==> config.mk <==
export PLATFORM = sky130hd
export DESIGN_NAME = tbrb_ctrl
export DESIGN_NICKNAME = d
export VERILOG_FILES = /design/src/rtl/core/tbrb_pkg.sv /design/src/rtl/core/tbrb_ctrl.sv
export SDC_FILE = /design/constraint.sdc
export NUM_CORES = 1
export LEC_CHECK = 0
export BUFFER_PORTS_ARGS = -buffer_cell sky130_fd_sc_hd__buf_2
export CORE_AREA = 2 2 39 41
export CTS_CLUSTER_DIAMETER = 60
export CTS_CLUSTER_SIZE = 16
export DETAILED_ROUTE_END_ITERATION = 16
export DIE_AREA = 0 0 41 43
export PLACE_DENSITY = 0.5
export SYNTH_ARGS = -nofsm -noshare
export SYNTH_HDL_FRONTEND = slang
export SYNTH_SLANG_ARGS = --single-unit
==> constraint.sdc <==
create_clock -name clk_i -period 2.8 [get_ports clk_i]
set_input_delay 0.28 -clock clk_i [delete_from_list [all_inputs] [get_ports clk_i]]
set_output_delay 0.28 -clock clk_i [all_outputs]
set_load 0.03 [all_outputs]
==> src/rtl/core/tbrb_pkg.sv <==
// Shared constants, types and helpers for the trace byte ring buffer.
package tbrb_pkg;

  localparam int BufferDepth = 1024;
  localparam int PosW        = $clog2(BufferDepth);
  localparam int CntW        = $clog2(BufferDepth + 1);
  localparam int MaxResults  = 64;
  localparam int TakeW       = $clog2(MaxResults);
  localparam int CfgW        = 7;
  localparam logic [CfgW-1:0] CfgReset = CfgW'(MaxResults);

  typedef enum logic [1:0] {
    OP_PUT     = 2'd0,
    OP_ENABLE  = 2'd1,
    OP_DISABLE = 2'd2,
    OP_DRAIN   = 2'd3
  } op_e;

  typedef enum logic [1:0] {
    ST_IDLE,
    ST_FLAG,
    ST_BYTE
  } state_e;

  typedef struct packed {
    logic do_put;
    logic do_enable;
    logic do_disable;
    logic do_drain;
    logic rd_issue;
    logic sel_byte;
  } cmd_t;

  typedef struct packed {
    logic count_zero;
  } status_t;

  function automatic logic [PosW-1:0] next_pos(input logic [PosW-1:0] p);
    logic [PosW-1:0] r;
    if (p == PosW'(BufferDepth - 1)) begin
      r = '0;
    end else begin
      r = p + 1'b1;
    end
    return r;
  endfunction

endpackage

==> src/rtl/core/tbrb_ctrl.sv <==
// Control state machine: input acceptance and drain sequencing.
module tbrb_ctrl (
  input  logic               clk_i,
  input  logic               rst_ni,
  input  logic               in_valid_i,
  input  logic [1:0]         in_op_i,
  output logic               in_ready_o,
  output logic               out_valid_o,
  input  logic               out_ready_i,
  input  tbrb_pkg::status_t  status_i,
  output tbrb_pkg::cmd_t     cmd_o
);

  tbrb_pkg::state_e state_q, state_d;
  tbrb_pkg::op_e    op;
  logic             accept;

  assign op     = tbrb_pkg::op_e'(in_op_i);
  assign accept = in_valid_i && (state_q == tbrb_pkg::ST_IDLE);

  always_comb begin
    state_d = state_q;
    case (state_q)
      tbrb_pkg::ST_IDLE: begin
        if (accept && op == tbrb_pkg::OP_DRAIN) begin
          state_d = tbrb_pkg::ST_FLAG;
        end
      end
      tbrb_pkg::ST_FLAG: begin
        if (out_ready_i) begin
          state_d = status_i.count_zero ? tbrb_pkg::ST_IDLE : tbrb_pkg::ST_BYTE;
        end
      end
      tbrb_pkg::ST_BYTE: begin
        if (out_ready_i && status_i.count_zero) begin
          state_d = tbrb_pkg::ST_IDLE;
        end
      end
      default: state_d = tbrb_pkg::ST_IDLE;
    endcase
  end

  always_comb begin
    in_ready_o       = 1'b0;
    out_valid_o      = 1'b0;
    cmd_o            = '0;
    cmd_o.do_put     = accept && op == tbrb_pkg::OP_PUT;
    cmd_o.do_enable  = accept && op == tbrb_pkg::OP_ENABLE;
    cmd_o.do_disable = accept && op == tbrb_pkg::OP_DISABLE;
    cmd_o.do_drain   = accept && op == tbrb_pkg::OP_DRAIN;
    case (state_q)
      tbrb_pkg::ST_IDLE: begin
        in_ready_o = 1'b1;
      end
      tbrb_pkg::ST_FLAG: begin
        out_valid_o    = 1'b1;
        // fetch the next byte as the current beat leaves
        cmd_o.rd_issue = out_ready_i && !status_i.count_zero;
      end
      tbrb_pkg::ST_BYTE: begin
        out_valid_o    = 1'b1;
        cmd_o.sel_byte = 1'b1;
        cmd_o.rd_issue = out_ready_i && !status_i.count_zero;
      end
      default: begin
        in_ready_o = 1'b0;
      end
    endcase
  end

  always_ff @(posedge clk_i or negedge rst_ni) begin
    if (!rst_ni) begin
      state_q <= tbrb_pkg::ST_IDLE;
    end else begin
      state_q <= state_d;
    end
  end

endmodule

# After elaboration in Yosys (flattened, before gate mapping)
# Cells that the tools add are included.
# Widths: inputs -> output; s select.
# totals
elab_cells	30
mem_bits_rw	0
rom_bits	0
output_inout_bits	8
latch_bits	0
ff_bits	2
inputBits	7
memories	0
# classes
bitwise_logic	0
eq_ne	8
n_mux	9
div	0
multipliers	0
reduce_logical	12
magnitude_cmp	0
addsub	0
shifts	0
# ops
op	count
$mux 2	4
$logic_and 1x1->1	7
$eq 2x2->1 const B	3
$ne 2x2->1 const B	3
$pmux 2 s3	1
$eq 2x1->1 const B	2
$logic_not 2->1	2
$mux 1	4
$reduce_and 3->1	1
$reduce_or 2->1	1
$logic_not 1->1	1

# Depth between registers and ports, before layout
# logic_depth
depth_word	5
depth_mapped	5
depth_no_buf	5

# Worst setup path before layout
# Ideal clock, no wire load.
# synth_timing
kind	reg2out
start	register state_q[1]
end	output port cmd_o[3] (netlist name)
t_arrival_ps	1776
path_buffers	0
path_stages_with_launch	5
required_time_ps	2520
setup_slack_ps	744
path_cell_list	dfrtp_1 inv_1 ha_1 nand2_1 nor3b_1
# synth_rtl
element	line	source
from (decl)	tbrb_ctrl.sv:14	tbrb_pkg::state_e state_q, state_d;
from (signal assigned)	tbrb_ctrl.sv:73	state_q <= tbrb_pkg::ST_IDLE;
from (signal assigned)	tbrb_ctrl.sv:75	state_q <= state_d;
to (decl)	tbrb_ctrl.sv:11	output tbrb_pkg::cmd_t cmd_o

==> metrics.yaml <==
worstPathArrival_ns: 1.48
leakagePower_nw: 0.1708
fin_nets: 54
p_per_area_mw_per_mm2: 1013
register_area_um2: 50.05
clock_latency_ns: 0.22
multi_input_area_um2: 145.1
mappedNetlistArea_um2: 206.4
overflow: 0
rsz0062_at_grt: "no"
switching_share_pct: 51.10
p_clk_share_pct: 19.1
dr.pass1.iters: 1
critical_path.max_fanout: 6
antenna_cells: 0
synthXorXnorAreaFrac_pct: 0
final_cells: 58
area_delta_synth_final_pct: 59.39
vdd_drop_max_mv: 0.3228
power_frac_comb_pct: 67.1
slew-limit-headroom_pct: 82.82
hpwl_um: 451.3
syn-num-nets: 34
synth_top_family_by_area: "simple AND/OR/NAND/NOR gates"
yosysTopAreaCell: "dfrtp_1"
clockBufferDepth: 2
seq_power_share_pct: 13.8
io_pins: 15
finalCriticalPeriod_ns: 1.763
largest_reg_flops: 2
ant_nets: 0
die_area_mm2: 0.001763
holdCritPathClass: "input pin to async pin"
die_y_um: 43
syn_avg_cell_area_um2: 8.602
hold_viol: 0
synthCells: 24
num_vias: 241
clkSinkCount: 2
tightest_slew_ns: 0.2550
start_util_pct: 14.92
synthMuxAreaShare_pct: 0
cts_tree: "done"
slew_viol_final: 0
n_fill_cell: 157
synth-compound-area-share_pct: 23.03
finalWeightedCongestion: 0.6867
outcome: "finished, final reports clean"
internal_power_mw: 0.1630
cap_violations: 0
drt-total-wl_um: 524
cp-start-kind: "flop"
drc: 0
reg_top3: "state_q: 2 flops"
clk_pin_slew_ns: 0.03
synthAdderAreaFrac_pct: 18.18
wl_per_cell_um: 9.034
setup_tns_ns: 0
grt_max_degree: 7
required_ns: 2.52
period_share_pct: 62.96
fmax_mhz: 567.3
ys_seq_elements: 2
htree_num_levels: 1
die_w_um: 41
ys_seq_area_share_pct: 24.24
antenna_found_initial: 0
path_class: "flop to output port"
cts_hold_repair.buffers: 1
synthTopCellsByArea: "dfrtp_1 (24%), ha_1 (18%), nor3b_1 (11%), a22oi_2 (6.1%), inv_1 (5.5%)"
coreArea_mm2: 0.001384
switchingPower_mw: 0.1703
place_inst: 54
worst_setup_path_end_kind: "output port"
track_usage_pct: 8.241
cts_setup_buffers: 0
grt_pass1_vias: 241
rows: 14
drive_gt1_share_pct: 45.24
ys_types: 15
synth.top_cell.area_share_pct: 24.24
final.setup_skew_ns: 0.004511
cts_root_buffer: "clkbuf_4"
yosys_warnings: 0
grt_pass1_wl_um: 924
viasPerCell: 4.155
port_buffers: 14
ctsResizeCount: 0
cts_buffers: 3
synthSimpleGateAreaFrac_pct: 29.09
top_register: "state_q"
drt_iter0_drc: 0
finalSetupViolations: 0
-- cell usage after synthesis --
library cell / count
o21ai_0: 1
dfrtp_1: 2
a22oi_2: 1
a211o_1: 1
nand3_1: 1
a21oi_1: 1
ha_1: 3
o2bb2ai_1: 1
nor3b_1: 3
nor2b_1: 1
inv_1: 3
and4_2: 1
nand2_1: 3
nor3_1: 1
a211oi_1: 1
-- final timing paths --
kind                             from         end  slack (ns)  cells past startpoint
hold reg to reg            state_q[0]  state_q[0]        0.60                      2
max in group asynchronous      rst_ni  state_q[1]        2.33                      2
hold / removal                 rst_ni  state_q[0]        0.37                      2
setup reg to reg           state_q[0]  state_q[1]        1.58                      4
setup / recovery           state_q[1]    cmd_o[3]        1.04                      5
min in group clk_i         in_valid_i  state_q[1]        0.43                      4
-- metrics by stage --
stage               cell area, um^2  util [%]  setup slack (ns)  hold WS (ns)  power [mW]
global placement              296.5     21.43             1.258       0.06675      0.2719
global route                  329.1     23.78            0.8929        0.3838      0.3692
CTS                           329.1     23.78             1.003        0.3719      0.3425
finish                        329.1     23.78             1.037        0.3709      0.3333
floorplan                     206.4         -            0.7435      -0.01559      0.2225
detailed placement            296.5     21.43             1.261       0.06757      0.2727
-- cells by family (layout without fill, tap and decap cells) --
family	Yosys count	in the layout
AO/OA/AOI/OAI	6	6
AND/OR/NAND/NOR	10	10
flip-flops	2	2
buffers and inverters	3	21
adder cells (fa/ha/maj)	3	3
-- power groups by stage --
| stage | Combinational (mW) | Clock, mW | Sequential [mW] |
|---|---|---|---|
| after floorplan | 0.177 | 0 | 0.0457 |
| after global placement | 0.225 | 0 | 0.0467 |
| after detailed placement | 0.226 | 0 | 0.0466 |
| after global routing | 0.249 | 0.0722 | 0.0481 |
| final | 0.224 | 0.0638 | 0.0461 |
| after CTS | 0.228 | 0.0683 | 0.0462 |
-- worst max-delay path, stage by stage (launching register included) --
cell,delay (ns)
dfrtp_1,0.36
inv_1,0.12
ha_1,0.26
nand2_1,0.12
nor3b_1,0.19
buf_2,0.22
-- cell type report --
| type | count | share of cell area [%] |
|---|---|---|
| Sequential cell | 2 | 15.21 |
| Clock buffer | 3 | 6.844 |
| Tap cell | 16 | 6.084 |
| Timing Repair Buffer | 15 | 24.33 |
| Inverter | 3 | 3.422 |
| Multi-Input combinational cell | 19 | 44.11 |
-- layout by cell type (no fill, tap or decap) --
master         count
nor2b_1            1
and4_2             1
nor3b_1            3
a211o_1            1
nand2_1            3
o21ai_0            1
clkbuf_4           3
a21oi_1            1
nand3_1            1
dfrtp_1            2
ha_1               3
buf_2             14
o2bb2ai_1          1
a211oi_1           1
inv_1              3
a22oi_2            1
nor3_1             1
dlygate4sd3_1      1
-- layer usage --
layer	routed length [um]	track usage (%)
met2	294	12.19
met5	0	0
met1	184	8.065
met4	0	8.000
met3	45	3.141
(Power assumes the default switching activity.)
